**src/hw/rtl/pclt_pkg.sv**
```systemverilog
// Shared types and constants for the polyphonic chord latch with transpose.
package pclt_pkg;

	localparam int CHANNELS = 16;
	localparam int LVL_W    = 16;
	localparam int ADDR_W   = $clog2(CHANNELS);
	localparam int CNT_W    = 5;
	localparam int CH_W     = 4;

	localparam logic signed [LVL_W-1:0] LVL_MAX = {1'b0, {(LVL_W-1){1'b1}}};
	localparam logic signed [LVL_W-1:0] LVL_MIN = {1'b1, {(LVL_W-1){1'b0}}};

	typedef struct packed {
		logic                    latch_switch;
		logic                    latch_jack_connected;
		logic signed [LVL_W-1:0] latch_jack_level;
		logic [CNT_W-1:0]        gate_count;
		logic [CNT_W-1:0]        pitch_count;
		logic [CH_W-1:0]         channel;
		logic signed [LVL_W-1:0] gate_level;
		logic signed [LVL_W-1:0] pitch_level;
		logic signed [LVL_W-1:0] transpose_pitch;
		logic signed [LVL_W-1:0] transpose_gate_level;
	} item_t;

	typedef struct packed {
		logic [CH_W-1:0]         out_channel;
		logic signed [LVL_W-1:0] gate_out;
		logic                    gate_write;
		logic signed [LVL_W-1:0] pitch_out;
		logic                    pitch_write;
		logic [CNT_W-1:0]        gate_count_out;
		logic [CNT_W-1:0]        pitch_count_out;
		logic                    latched_out;
	} result_t;

	// Per-item control handed from the frame controller to the result stage.
	typedef struct packed {
		logic [CH_W-1:0]         channel;
		logic                    latched;
		logic                    gate_on;
		logic                    gate_write;
		logic                    pitch_write;
		logic                    held;
		logic signed [LVL_W-1:0] gate_pass;
		logic signed [LVL_W-1:0] pitch_pass;
		logic signed [LVL_W-1:0] lowest;
		logic signed [LVL_W-1:0] transpose;
		logic [CNT_W-1:0]        gate_count;
		logic [CNT_W-1:0]        pitch_count;
	} ctrl_t;

endpackage

```
**src/hw/rtl/pclt_ram.sv**
```systemverilog
// Simple dual-port RAM, one write and one registered read port.
module pclt_ram #(
	parameter int WIDTH = 16,
	parameter int DEPTH = 16
) (
	input  logic                     clk,
	input  logic                     we,
	input  logic [$clog2(DEPTH)-1:0] waddr,
	input  logic [WIDTH-1:0]         wdata,
	input  logic                     re,
	input  logic [$clog2(DEPTH)-1:0] raddr,
	output logic [WIDTH-1:0]         rdata
);

	logic [WIDTH-1:0] mem [DEPTH];

	always_ff @(posedge clk) begin
		if (we) begin
			mem[waddr] <= wdata;
		end
		if (re) begin
			rdata <= mem[raddr];
		end
	end

endmodule

```
**src/hw/rtl/pclt_frame_ctrl.sv**
```systemverilog
// Frame controller: latch decision, counts, transpose phase, held notes and lowest pitch.
module pclt_frame_ctrl (
	input  logic                         clk,
	input  logic                         arst_n,
	input  logic                         accept,
	input  pclt_pkg::item_t              item,
	output pclt_pkg::ctrl_t              ctrl,
	output logic                         in_range,
	output logic                         gate_we,
	output logic                         pitch_we,
	output logic [pclt_pkg::ADDR_W-1:0]  addr
);

	typedef enum logic [1:0] {
		PH_ARMED,
		PH_GATE_LOW,
		PH_TRANSPOSE
	} phase_t;

	phase_t                                  phase_q, phase_n;
	logic                                    latched_q, latched_n;
	logic                                    gate_on_q, gate_on_n;
	logic [pclt_pkg::CNT_W-1:0]              gcnt_q, gcnt_n;
	logic [pclt_pkg::CNT_W-1:0]              pcnt_q, pcnt_n;
	logic signed [pclt_pkg::LVL_W-1:0]       run_low_q, run_low_n;
	logic signed [pclt_pkg::LVL_W-1:0]       lowest_q, lowest_n;
	logic [pclt_pkg::CHANNELS-1:0]           held_q, held_n;
	logic                                    lat, on, gw, pw;

	assign addr = pclt_pkg::ADDR_W'(item.channel);

	always_comb begin
		phase_n   = phase_q;
		latched_n = latched_q;
		gate_on_n = gate_on_q;
		gcnt_n    = gcnt_q;
		pcnt_n    = pcnt_q;
		run_low_n = run_low_q;
		lowest_n  = lowest_q;
		held_n    = held_q;
		lat       = 1'b0;
		on        = 1'b0;
		gw        = 1'b0;
		pw        = 1'b0;
		gate_we   = 1'b0;
		pitch_we  = 1'b0;
		in_range  = 32'(item.channel) < 32'(pclt_pkg::CHANNELS);

		if (in_range) begin
			if (item.channel == '0) begin
				lat = item.latch_jack_connected ? (item.latch_jack_level > 0)
				                                : item.latch_switch;
				latched_n = lat;
				if (!lat) begin
					gcnt_n    = (item.gate_count > pclt_pkg::CNT_W'(pclt_pkg::CHANNELS))
					            ? pclt_pkg::CNT_W'(pclt_pkg::CHANNELS) : item.gate_count;
					pcnt_n    = (item.pitch_count > pclt_pkg::CNT_W'(pclt_pkg::CHANNELS))
					            ? pclt_pkg::CNT_W'(pclt_pkg::CHANNELS) : item.pitch_count;
					run_low_n = pclt_pkg::LVL_MAX;
					phase_n   = PH_ARMED;
				end else begin
					on        = item.transpose_gate_level > 0;
					gate_on_n = on;
					if (!on && phase_q == PH_ARMED) begin
						phase_n = PH_GATE_LOW;
					end else if (on && phase_q == PH_GATE_LOW) begin
						phase_n = PH_TRANSPOSE;
					end
				end
			end

			if (!latched_n) begin
				gw           = pclt_pkg::CNT_W'(item.channel) < gcnt_n;
				pw           = gw && (item.gate_level != 0)
				               && (pclt_pkg::CNT_W'(item.channel) < pcnt_n);
				held_n[addr] = pw;
				gate_we      = gw;
				pitch_we     = pw;
				if (pw && item.pitch_level < run_low_n) begin
					run_low_n = item.pitch_level;
				end
				if (32'(item.channel) == 32'(pclt_pkg::CHANNELS - 1)) begin
					lowest_n = run_low_n;
				end
			end else begin
				gw = pclt_pkg::CNT_W'(item.channel) < gcnt_n;
				pw = (phase_n == PH_TRANSPOSE)
				     && (pclt_pkg::CNT_W'(item.channel) < pcnt_n);
			end
		end

		ctrl.channel     = item.channel;
		ctrl.latched     = latched_n;
		ctrl.gate_on     = gate_on_n;
		ctrl.gate_write  = gw;
		ctrl.pitch_write = pw;
		ctrl.held        = held_q[addr];
		ctrl.gate_pass   = gw ? item.gate_level : '0;
		ctrl.pitch_pass  = pw ? item.pitch_level : '0;
		ctrl.lowest      = lowest_q;
		ctrl.transpose   = item.transpose_pitch;
		ctrl.gate_count  = gcnt_n;
		ctrl.pitch_count = pcnt_n;
	end

	always_ff @(posedge clk or negedge arst_n) begin
		if (!arst_n) begin
			phase_q   <= PH_ARMED;
			latched_q <= 1'b0;
			gate_on_q <= 1'b0;
			gcnt_q    <= '0;
			pcnt_q    <= '0;
			run_low_q <= pclt_pkg::LVL_MAX;
			lowest_q  <= pclt_pkg::LVL_MAX;
			held_q    <= '0;
		end else if (accept) begin
			phase_q   <= phase_n;
			latched_q <= latched_n;
			gate_on_q <= gate_on_n;
			gcnt_q    <= gcnt_n;
			pcnt_q    <= pcnt_n;
			run_low_q <= run_low_n;
			lowest_q  <= lowest_n;
			held_q    <= held_n;
		end
	end

endmodule

```
**src/hw/rtl/pclt_result.sv**
```systemverilog
// Result stage: combines store read data with item control, then the output register.
module pclt_result (
	input  logic                              clk,
	input  logic                              arst_n,
	input  logic                              item_valid,
	output logic                              item_ready,
	input  pclt_pkg::ctrl_t                   ctrl,
	input  logic signed [pclt_pkg::LVL_W-1:0] gate_rd,
	input  logic signed [pclt_pkg::LVL_W-1:0] pitch_rd,
	output logic                              result_valid,
	input  logic                              result_ready,
	output pclt_pkg::result_t                 result
);

	pclt_pkg::ctrl_t                   ctrl_s1;
	logic                              valid_s1;
	logic                              advance;
	logic signed [pclt_pkg::LVL_W:0]   off;
	logic signed [pclt_pkg::LVL_W+1:0] sum;
	logic signed [pclt_pkg::LVL_W-1:0] sat;
	pclt_pkg::result_t                 res;

	assign advance    = !result_valid || result_ready;
	assign item_ready = !valid_s1 || advance;

	always_comb begin
		// Offset from the chord's lowest note, plus transpose, clamped.
		off = ctrl_s1.held ? ({pitch_rd[pclt_pkg::LVL_W-1], pitch_rd}
		                      - {ctrl_s1.lowest[pclt_pkg::LVL_W-1], ctrl_s1.lowest}) : '0;
		sum = {off[pclt_pkg::LVL_W], off}
		      + {{2{ctrl_s1.transpose[pclt_pkg::LVL_W-1]}}, ctrl_s1.transpose};
		if (sum > (pclt_pkg::LVL_W+2)'(pclt_pkg::LVL_MAX)) begin
			sat = pclt_pkg::LVL_MAX;
		end else if (sum < (pclt_pkg::LVL_W+2)'(pclt_pkg::LVL_MIN)) begin
			sat = pclt_pkg::LVL_MIN;
		end else begin
			sat = pclt_pkg::LVL_W'(sum);
		end

		res.out_channel     = ctrl_s1.channel;
		res.gate_write      = ctrl_s1.gate_write;
		res.pitch_write     = ctrl_s1.pitch_write;
		res.gate_count_out  = ctrl_s1.gate_count;
		res.pitch_count_out = ctrl_s1.pitch_count;
		res.latched_out     = ctrl_s1.latched;
		if (!ctrl_s1.latched) begin
			res.gate_out  = ctrl_s1.gate_pass;
			res.pitch_out = ctrl_s1.pitch_pass;
		end else begin
			res.gate_out  = (ctrl_s1.gate_write && ctrl_s1.gate_on) ? gate_rd : '0;
			res.pitch_out = ctrl_s1.pitch_write ? sat : '0;
		end
	end

	always_ff @(posedge clk or negedge arst_n) begin
		if (!arst_n) begin
			valid_s1     <= 1'b0;
			result_valid <= 1'b0;
		end else begin
			if (item_ready) begin
				valid_s1 <= item_valid;
			end
			if (advance) begin
				result_valid <= valid_s1;
			end
		end
	end

	always_ff @(posedge clk) begin
		if (item_ready && item_valid) begin
			ctrl_s1 <= ctrl;
		end
		if (advance && valid_s1) begin
			result <= res;
		end
	end

endmodule

```
**src/hw/rtl/poly_chord_latch_transpose_core.sv**
```systemverilog
// Top level of the polyphonic chord latch with transpose.
// Usage: items arrive on the item channel (valid/ready), one per channel of a
// frame, channel 0 first; channel 0 decides the latch for the frame. Each item
// gives exactly one result on the result channel (valid/ready), in order.
// The gate and pitch stores are read and the item control registered at the
// transfer edge; the output register then loads them once the receiver is
// not stalling. Throughput is one item per cycle while the result side does
// not stall, with one access to each store per item; writes of unlatched
// frames and reads of every item go through the same address in the
// transfer cycle.
// Reset (arst_n low) clears the frame state, held-note flags, counts and the
// lowest pitch to the most positive level; the stores themselves are not
// cleared and are read for every item, whether its channel was written or not.
// When the receiver stalls, the output register and the read stage hold, and
// item_ready drops once both are full; no result is lost or repeated.
module poly_chord_latch_transpose_core (
	input  logic              clk,
	input  logic              arst_n,
	input  logic              item_valid,
	output logic              item_ready,
	input  pclt_pkg::item_t   item,
	output logic              result_valid,
	input  logic              result_ready,
	output pclt_pkg::result_t result
);

	pclt_pkg::ctrl_t                   ctrl;
	logic                              accept;
	logic                              in_range;
	logic                              gate_we;
	logic                              pitch_we;
	logic [pclt_pkg::ADDR_W-1:0]       addr;
	logic [pclt_pkg::LVL_W-1:0]        gate_rd;
	logic [pclt_pkg::LVL_W-1:0]        pitch_rd;

	assign accept = item_valid && item_ready;

	pclt_frame_ctrl u_frame_ctrl (
		.clk      (clk),
		.arst_n   (arst_n),
		.accept   (accept),
		.item     (item),
		.ctrl     (ctrl),
		.in_range (in_range),
		.gate_we  (gate_we),
		.pitch_we (pitch_we),
		.addr     (addr)
	);

	pclt_ram #(
		.WIDTH (pclt_pkg::LVL_W),
		.DEPTH (pclt_pkg::CHANNELS)
	) u_gate_store (
		.clk   (clk),
		.we    (accept && gate_we),
		.waddr (addr),
		.wdata (item.gate_level),
		.re    (accept && in_range),
		.raddr (addr),
		.rdata (gate_rd)
	);

	pclt_ram #(
		.WIDTH (pclt_pkg::LVL_W),
		.DEPTH (pclt_pkg::CHANNELS)
	) u_pitch_store (
		.clk   (clk),
		.we    (accept && pitch_we),
		.waddr (addr),
		.wdata (item.pitch_level),
		.re    (accept && in_range),
		.raddr (addr),
		.rdata (pitch_rd)
	);

	pclt_result u_result (
		.clk          (clk),
		.arst_n       (arst_n),
		.item_valid   (item_valid),
		.item_ready   (item_ready),
		.ctrl         (ctrl),
		.gate_rd      (gate_rd),
		.pitch_rd     (pitch_rd),
		.result_valid (result_valid),
		.result_ready (result_ready),
		.result       (result)
	);

endmodule

```
**config.mk**
```make
export PLATFORM = sky130hd
export DESIGN_NAME = poly_chord_latch_transpose_core
export DESIGN_NICKNAME = d
export VERILOG_FILES = /design/src/hw/rtl/pclt_pkg.sv /design/src/hw/rtl/pclt_ram.sv /design/src/hw/rtl/pclt_frame_ctrl.sv /design/src/hw/rtl/pclt_result.sv /design/src/hw/rtl/poly_chord_latch_transpose_core.sv
export SDC_FILE = /design/constraint.sdc
export NUM_CORES = 1
export LEC_CHECK = 0
export BUFFER_PORTS_ARGS = -buffer_cell sky130_fd_sc_hd__buf_4
export CAP_MARGIN = 40
export CORE_MARGIN = 2
export CORE_UTILIZATION = 50
export CTS_BUF_LIST = sky130_fd_sc_hd__clkbuf_2 sky130_fd_sc_hd__clkbuf_4 sky130_fd_sc_hd__clkbuf_8
export DETAILED_ROUTE_END_ITERATION = 7
export PLACE_DENSITY = 0.77
export SYNTH_ARGS = -nofsm -noshare
export SYNTH_HDL_FRONTEND = slang
export SYNTH_SLANG_ARGS = --single-unit
```
**constraint.sdc**
```tcl
create_clock -name clk -period 7.1 [get_ports clk]
set_clock_uncertainty 0.15 [all_clocks]
set_input_delay 0.71 -clock clk [delete_from_list [all_inputs] [get_ports clk]]
set_output_delay 0.71 -clock clk [all_outputs]
set_load 0.01 [all_outputs]
```
-- Word-level counts from Yosys, hierarchy flattened
Memories as Yosys holds them, arrays and structs flattened. A register that Yosys moved wholly into a read port is not among the register bits.
Cells that the tools add are included.
W data, S select, Z words.
- word-level logic and storage cells: 108
- input bits: 100
- RAM bits: 512
- output and inout bits: 51
- memories kept: 2
- flip-flop bits (word level): 196
- memories (name ; depth ; bits a word ; rd ports ; clocked after Yosys merged registers in ; write ports ; RTL line ; RTL):
    u_gate_store.mem ; 16 ; 16 ; 1 ; 1 ; 1 ; pclt_ram.sv:15 ; logic [WIDTH-1:0] mem [DEPTH];
    u_pitch_store.mem ; 16 ; 16 ; 1 ; 1 ; 1 ; pclt_ram.sv:15 ;
- reduce and logical (&&, ||, !) cells: 22
- equal/unequal tests: 3
- mux-type cells: 37
- bitwise operators: 1
- $add $sub $neg: 2
- order comparisons: 11
- operators with widths (cell ; number):
    $mux W16 ; 10
    $gt A16 B1 Y1 const B ; 2
    $reduce_bool A32 Y1 ; 1
    $mux W5 ; 6
    $add A17 B16 Y18 ; 1
    $gt A18 B16 Y1 const B ; 1
    $lt A18 B16 Y1 const B ; 1
    $mux W17 ; 1
    $sub A16 B16 Y17 ; 1
    $bwmux W16 ; 1
    $lt A16 B16 Y1 ; 1
    $mux W1 ; 13
    $logic_and A1 B1 Y1 ; 12
    $gt A5 B5 Y1 const B ; 2
    $lt A4 B5 Y1 ; 2
    $mux W2 ; 4
    $lt A4 B5 Y1 const B ; 1
    $bmux W1 S4 ; 1
    $demux W1 S4 ; 1
    $eq A4 B4 Y1 const B ; 1
    $ge A4 B1 Y1 const B ; 1
    $logic_not A4 Y1 ; 1
    $logic_not A1 Y1 ; 3
    $reduce_and A3 Y1 ; 1
    6 further kinds ; 7

-- Depth between registers and ports, before layout
Gate-level depths: netlist of the first run.
- depth after elaboration: 11
- depth in mapped cells: 22

-- Modules after synthesis
Synthesis of the first run repeated with hierarchy kept, for this count alone.
- cells, all modules: 1776
- area, all modules: 30981.0 µm²
- modules (own cells, without submodules) (module ; seq. area each (µm²) ; cells an instance ; instances ; area each (µm²)):
    pclt_ram ; 8167.8 ; 432 ; 2 ; 10203.5
    pclt_result ; 4013.8 ; 437 ; 1 ; 6254.7
    pclt_frame_ctrl ; 1589.0 ; 471 ; 1 ; 4292.9
    poly_chord_latch_transpose_core ; 0.0 ; 4 ; 1 ; 26.3

-- Worst setup path after synthesis of the first run
OpenSTA, ideal clock, no wires.
- path type: in2reg
- from: input item[90] in the netlist's numbering
- to: memory u_pitch_store.mem[8][0] (enable)
- data arrival time: 5375 ps
- stages on the path: 10
- required time: 6518 ps
- slack: 1143 ps
- cells stage by stage: or4_1 -> o41a_1 -> nor2_1 -> clkbuf_1 -> mux2i_1 -> ha_1 -> a2111o_1 -> o221ai_1 -> nand2_2 -> nor4_1
- longest elaborated chain between the ends: 11
- RTL lines (element ; RTL line ; RTL):
    start, declared ; poly_chord_latch_transpose_core.sv:21 ; input pclt_pkg::item_t item,
    $gt A16 B1 Y1 * ; pclt_frame_ctrl.sv:51 ; lat = item.latch_jack_connected ? (item.latch_jack_level > 0)
    $mux W1 * ; pclt_frame_ctrl.sv:51 ;
    $mux W5 ; pclt_frame_ctrl.sv:54 ; if (!lat) begin
    $mux W5 ; pclt_frame_ctrl.sv:50 ; if (item.channel == '0) begin
    $lt A4 B5 Y1 ; pclt_frame_ctrl.sv:73 ; gw = pclt_pkg::CNT_W'(item.channel) < gcnt_n;
    $logic_and A1 B1 Y1 ; pclt_frame_ctrl.sv:74 ; pw = gw && (item.gate_level != 0)
    $logic_and A1 B1 Y1 ; pclt_frame_ctrl.sv:75 ; && (pclt_pkg::CNT_W'(item.channel) < pcnt_n);
    $mux W1 * ; pclt_frame_ctrl.sv:72 ; if (!latched_n) begin
    $logic_and A1 B1 Y1 * ; poly_chord_latch_transpose_core.sv:68 ; .we (accept && pitch_we),
    $mux W1 * ; pclt_ram.sv:18 ; if (we) begin
    $mux W1 (not written as such) * ; pclt_ram.sv:19 ; mem[waddr] <= wdata;
    end, declared ; pclt_ram.sv:15 ;
Mark *: on every way between the ends. The rest lies on a longest branch, timed or not.

==> flow_summary.ini, run 1 <==
[floorplan]
rows = 90
die_h_um = 251
floorplan.io_pins = 151
core_area_um2 = 60200
start_util_pct = 50.5
fp.dieW_um = 251
die_area_um2 = 62800

[yosys]
synth_cell_types = 71
yosysMostFrequentCell = edfxtp_1
ys.flop_type = edfxtp_1
synth_top_area_cell = edfxtp_1
synth_area_leaders = edfxtp_1, mux4_2, dfrtp_1, dfstp_2, ha_1
synthesis.nets = 1793
yosysSeqAreaShare_pct = 72.2
synth_async_sr_flop_share_pct = 8.65
synth_cells = 1637
synth_top_area_share_pct = 66.8
synth_enable_flop_cells = 676
syn_area_per_cell_um2 = 18.6
synth_common_cells = edfxtp_1, mux4_2, nor2_1, ha_1, nand2_1
synth_area_um2 = 30400
ys_seq_elements = 740
yosysWarnings = 0

[critical_path]
worstPathRequired_ps = 7410
cp-end-kind = flop
cp.arrival_ps = 5720
worstPathMaxFanout = 13
start_kind = flop
critical_path_class = flop to flop

[timing]
final.setup.tns_ps = 0
finalSetupViolCount = 0
rsz0062_at_grt = no
timing.final.max_slew_violations = 0
final_hold_viol_count = 0
fmax_mhz = 185
tightestPinTransition_ps = 950
period_needed_ps = 5410
relSlewSlack_pct = 36.1
post-route-period-util_pct = 76.2

[detailed_routing]
dr.pass1.iters = 7
vias = 16400
wl_per_cell_um = 24.4
wl_mm = 67.6
first_iter_violations = 1694
vias_per_cell = 5.92
post-route-drc-count = 0
ant_nets = 0

[global_route]
grt_overflow_total = 0
use_met1_pct = 29.4
grt_pass1_wl_mm = 103
gr-usage-all-layers_pct = 21.9
grtUsageMet3_pct = 3.73
grt_pass1_vias = 17200
top_usage_layer = met2
grt_max_degree = 68
antenna_found_initial = 2
met2_usage_pct = 36.5

[power]
p_sw_share_pct = 23.6
p_per_area_nw_per_um2 = 282
ir_worst_vdd_mv = 0.158
internal_power_w = 0.00765
seq_power_share_pct = 50.8
power_frac_clock_pct = 38.5
p_sw_w = 0.00236
finalPower_w = 0.0100
power.leakage_nw = 12.3
pwr-share-comb_pct = 10.8

[final_layout]
syn2layout_area_growth_pct = 16.6
drive_above_1_share_pct = 31.6
layout.cells.non_filler = 2775
nNetsFinal = 2053

[clock_network]
clockRootBuffer = clkbuf_8
ctsHtreeMaxLevel = 3
cts_tree = done
clock_sinks = 740
post_cts_buffers = 0
clk_latency_ps = 720
cts_resized = 0
numCtsBuffers = 111
path_clk_slew_ps = 60
cts_buffer_depth = 3
postCtsHoldBufs = 12

[placed_design]
dp_cells = 2554
numPortBuffers = 150
hpwl_mm = 41.5
place_congestion = 0.831

[min_path]
hold_class = input pin to flop

[flow_run]
max_cap_violations = 0

[outcome]
status = finished clean
worst max-delay path: stages, from the launching register on:
cell and delay, ps:
edfxtp_1 360, inv_1 60, ha_1 170, inv_1 60
fa_1 420, a21o_1 190, a21o_1 200, a2111oi_0 610
or3_1 280, a31oi_1 140, a31oi_1 270, o21ai_0 110
a21oi_1 150, ha_1 300, and3_1 210, and3_1 190
a221oi_1 440, a31o_2 260, a21oi_1 100, buf_4 200
a221o_1 300
registers in the layout, summed over array words and instances, names as in the netlist, 2 cells and up:
register and cells:
u_frame_ctrl.held_q 16, u_frame_ctrl.pcnt_q 5, u_pitch_store.mem 256, u_frame_ctrl.gcnt_q 5
u_frame_ctrl.lowest_q 16, u_gate_store.mem 256, u_gate_store.rdata 16, u_result.result 49
u_frame_ctrl.phase_q 2, u_frame_ctrl.run_low_q 16, u_pitch_store.rdata 16, u_result.ctrl_s1 83
per-stage QoR:
step	hold WS, ps	cell area (µm²)	utilization [%]	setup slack [ps]
floorplan	250	30400	-	1140
CTS	0.366	35400	58.8	1690
finish	45.4	35400	58.8	1690
global placement	250	32700	54.3	1540
detailed placement	256	32800	54.5	1440
global route	21.2	35400	58.8	1250
cell usage in the layout, fill, tap and decap left out, types with 9 or more instances in the layout:
master / n
edfxtp_1: 676
buf_4: 201
mux4_2: 165
clkbuf_8: 118
nor2_1: 71
ha_1: 54
nand2_1: 49
inv_1: 39
dfrtp_1: 34
and2_1: 33
dfstp_2: 30
nor2b_1: 29
a21oi_1: 27
o21ai_0: 27
nand2b_1: 26
or3_1: 24
clkinv_1: 24
clkinv_2: 21
a21o_1: 20
a22o_1: 18
clkbuf_4: 18
o31ai_1: 17
nor3_2: 16
a221o_1: 15
o21ai_1: 15
bufinv_16: 15
a21boi_1: 14
o32ai_1: 14
xnor2_1: 13
mux2_2: 12
dlygate4sd3_1: 12
nor3_1: 10
mux2i_1: 9
clkinvlp_4: 9
cells by family after synthesis:
| group | synth area share [%] |
|---|---|
| xor+xnor | 0.605 |
| fa+ha+maj | 2.35 |
| buf+inv | 1.47 |
| compound gates | 5.22 |
| simple gates | 5.18 |
| flops | 72.2 |
| mux | 13.0 |
path summary, 6_finish.rpt:
check                                  startpoint                        end  slack, ps  cells after the start
min in group asynchronous                  arst_n      u_result.result_valid        190                      2
max reg2reg                u_pitch_store.rdata[0]        u_result.result[17]       1690                     20
min                                      item[23]       u_result.ctrl_s1[17]         50                      1
max                        u_pitch_store.rdata[0]        u_result.result[17]       1690                     20
max in group asynchronous                  arst_n  u_frame_ctrl.run_low_q[9]       6040                      3
min reg2reg                   u_result.ctrl_s1[3]         u_result.result[4]        260                      0
power by group through the flow:
| stage | Sequential [W] | Clock [W] | Combinational [W] |
|---|---|---|---|
| after detailed placement | 0.00517 | 0 | 0.00107 |
| after global placement | 0.00516 | 0 | 0.00103 |
| after CTS | 0.00508 | 0.00391 | 0.00108 |
| after global routing | 0.00509 | 0.00411 | 0.00118 |
| after floorplan | 0.00515 | 0 | 0.000677 |
| final | 0.00508 | 0.00385 | 0.00108 |
area by class of cell:
type | count | area (µm²)
antenna | 1 | 2.50
multi-input combinational | 783 | 8090
fill | 4203 | 24800
tap | 782 | 978
timing repair buffer | 220 | 1760
sequential | 740 | 21900
clock buffer | 136 | 1760
inverter | 41 | 156
clock inverter | 72 | 747
layer usage:
metal	wire, µm	up-vias
met2	33800	743
met1	26800	8361
met5	16	-
met4	1780	2
met3	5290	133
li1	-	7187
Note: power is estimated with default switching activity, not from simulation.
==> run 2, diff against run 1 <==
--- a/config.mk
+++ b/config.mk
@@ -11,7 +11,7 @@
 export CORE_UTILIZATION = 50
 export CTS_BUF_LIST = sky130_fd_sc_hd__clkbuf_2 sky130_fd_sc_hd__clkbuf_4 sky130_fd_sc_hd__clkbuf_8
 export DETAILED_ROUTE_END_ITERATION = 7
-export PLACE_DENSITY = 0.77
+export PLACE_DENSITY = 0.8
 export SYNTH_ARGS = -nofsm -noshare
 export SYNTH_HDL_FRONTEND = slang
 export SYNTH_SLANG_ARGS = --single-unit
==> constraint.sdc (replaced) <==
create_clock -name clk -period 4.5 [get_ports clk]
set_clock_uncertainty 0.15 [all_clocks]
set_input_delay 0.45 -clock clk [delete_from_list [all_inputs] [get_ports clk]]
set_output_delay 0.45 -clock clk [all_outputs]
set_load 0.01 [all_outputs]
==> flow_summary.ini, run 2 (same netlist as run 1, synthesis figures left out) <==
[outcome]
status = finished with violations
violations = setup timing

[critical_path]
worstPathMaxFanout = 15
slowest_delay_ps = 410
r2r.worst_path.cells = 21
cpLargestDelayFamily = compound AO/OA/AOI/OAI gates
reg2reg_to = u_result.result[17]
start_kind = flop
crit_slowest_cell = or3_4
critical_path_class = flop to flop
r2r_slack_ps = -230
cp-end-kind = flop
crit_chain = inv_1 > ha_2 > inv_2 > fa_2 > a21o_1 > a21o_1 > a2111oi_4 > or3_4 > a31oi_4 > a31oi_4 > o21ai_2 > a21oi_2 > ha_4 > and3_4 > and3_4 > a21boi_4 > or3_4 > a22oi_2 > nor3_4 > buf_12 > a221o_1
r2r_start = u_pitch_store.rdata[0]
worstPathRequired_ps = 4800
path_buf_inv = 3
cp.arrival_ps = 5040

[floorplan]
start_util_pct = 50.5
die_h_um = 251
floorplan.io_pins = 151
core_area_um2 = 60200
rows = 90
die_area_um2 = 62800
fp.dieW_um = 251

[final_layout]
syn2layout_area_growth_pct = 21.2
final_cell_mix = edfxtp_1, buf_4, mux4_2
top_regs = u_gate_store.mem x256, u_pitch_store.mem x256, u_result.ctrl_s1 x83
final_common_cell = edfxtp_1
drive_above_1_share_pct = 34.4
nNetsFinal = 2155

[min_path]
hold_start = item[71]
hold_depth = 3
min_to = u_frame_ctrl.pcnt_q[3]
hold_class = input pin to flop

[clock_network]
path_clk_slew_ps = 60
clockRootBuffer = clkbuf_8
cts_buffer_depth = 3
clk_latency_ps = 730
cts_tree = done
clock_sinks = 740
numCtsBuffers = 111
ctsHtreeMaxLevel = 3

[detailed_routing]
ant_nets = 0
first_iter_violations = 1691
wl_mm = 69.1
vias = 17100
wl_per_cell_um = 24.1
dr.pass1.iters = 7
vias_per_cell = 5.95
post-route-drc-count = 0

[timing]
tightestPinTransition_ps = 996
period_needed_ps = 4730
final.setup.tns_ps = -3120
timing.final.max_slew_violations = 0
final_hold_viol_count = 0
timing.hold.ws_ps = 56.4
post-route-period-util_pct = 105
finalSetupViolCount = 15
final.setup.worst_slack_ps = -234
fmax_mhz = 211
relSlewSlack_pct = 33.6
rsz0062_at_grt = yes

[power]
ir_worst_vdd_mv = 0.211
finalPower_w = 0.0155
p_per_area_nw_per_um2 = 422
power.leakage_nw = 12.9

[flow_run]
max_cap_violations = 0

[placed_design]
numPortBuffers = 150
hpwl_mm = 41.5
place_congestion = 0.841

[global_route]
antenna_found_initial = 1
grt_pass1_wl_mm = 105
grt_pass1_vias = 17700
gr-usage-all-layers_pct = 22.3
grt_max_degree = 144
grt_overflow_total = 0
[run 2: how the worst max path moves through the flow]
stage                                 from                   to  slack, ps  cells past startpoint
floorplan           u_pitch_store.rdata[0]  u_result.result[24]          2                     21
global placement    u_pitch_store.rdata[0]  u_result.result[13]       -220                     21
CTS                 u_pitch_store.rdata[0]  u_result.result[13]       -210                     20
finish              u_pitch_store.rdata[0]  u_result.result[17]       -230                     21
global route        u_pitch_store.rdata[0]  u_result.result[22]       -410                     21
detailed placement  u_pitch_store.rdata[0]  u_result.result[14]       -480                     21
[run 2: stage by stage]
step / instances / utilization (%) / instance area (µm²) / setup slack, ps
after CTS: 2869 / 60.9 / 36700 / -207
after global placement: 2596 / 55.8 / 33600 / -224
after global routing: 2875 / 61.2 / 36800 / -413
after detailed placement: 2599 / 56.0 / 33700 / -480
final: 2875 / 61.2 / 36800 / -234
after floorplan: 1637 / - / 30700 / 2.02
[run 2: worst reg2reg max path, delay by kind of cell, from the launching register on]
family                   cells  cell delay, ps
AO/OA/AOI/OAI               10            1910
adder cells (fa/ha/maj)      3             740
buffers and inverters        3             260
flip-flops                   1             370
AND/OR/NAND/NOR              5            1050
[run 2: layout make-up]
| type | instances | area [µm²] |
|---|---|---|
| fillers | 3995 | 23400 |
| diodes | 1 | 2.50 |
| well taps | 782 | 978 |
| multi-input cells | 784 | 8440 |
| flip-flops and latches | 740 | 21900 |
| inverters | 41 | 158 |
| repair buffers | 321 | 3050 |
| clock inverters | 58 | 464 |
| clock buffers | 148 | 1810 |
[run 2: timing repair]
| item | CTS | global route |
|---|---|---|
| cloned | 1 | 0 |
| buffers inserted | 4 | 4 |
| hold buffers | 59 | 0 |
| pin swaps | 5 | 17 |
| setup endpoints to repair | 15 | 16 |
| hold endpoints to repair | 618 | 0 |
| gates resized for setup | 15 | 13 |
[run 2: power breakdown]
part	internal [W]	total, W	leakage (nW)	switching, W
combinational	0.000885	0.00197	4.74	0.00108
clock	0.00299	0.00555	1.21	0.00256
sequential	0.00788	0.00801	6.97	0.000128
total	0.0118	0.0155	12.9	0.00377
[run 2: layer usage]
metal / up-vias / global-route usage [%] / part of all wire [%]
met1: 8774 / 29.8 / 39
met2: 812 / 36.9 / 50
li1: 7406 / - / -
met4: 0 / 8.13 / 2.3
met3: 115 / 4.00 / 7.9
met5: - / 0 / 0
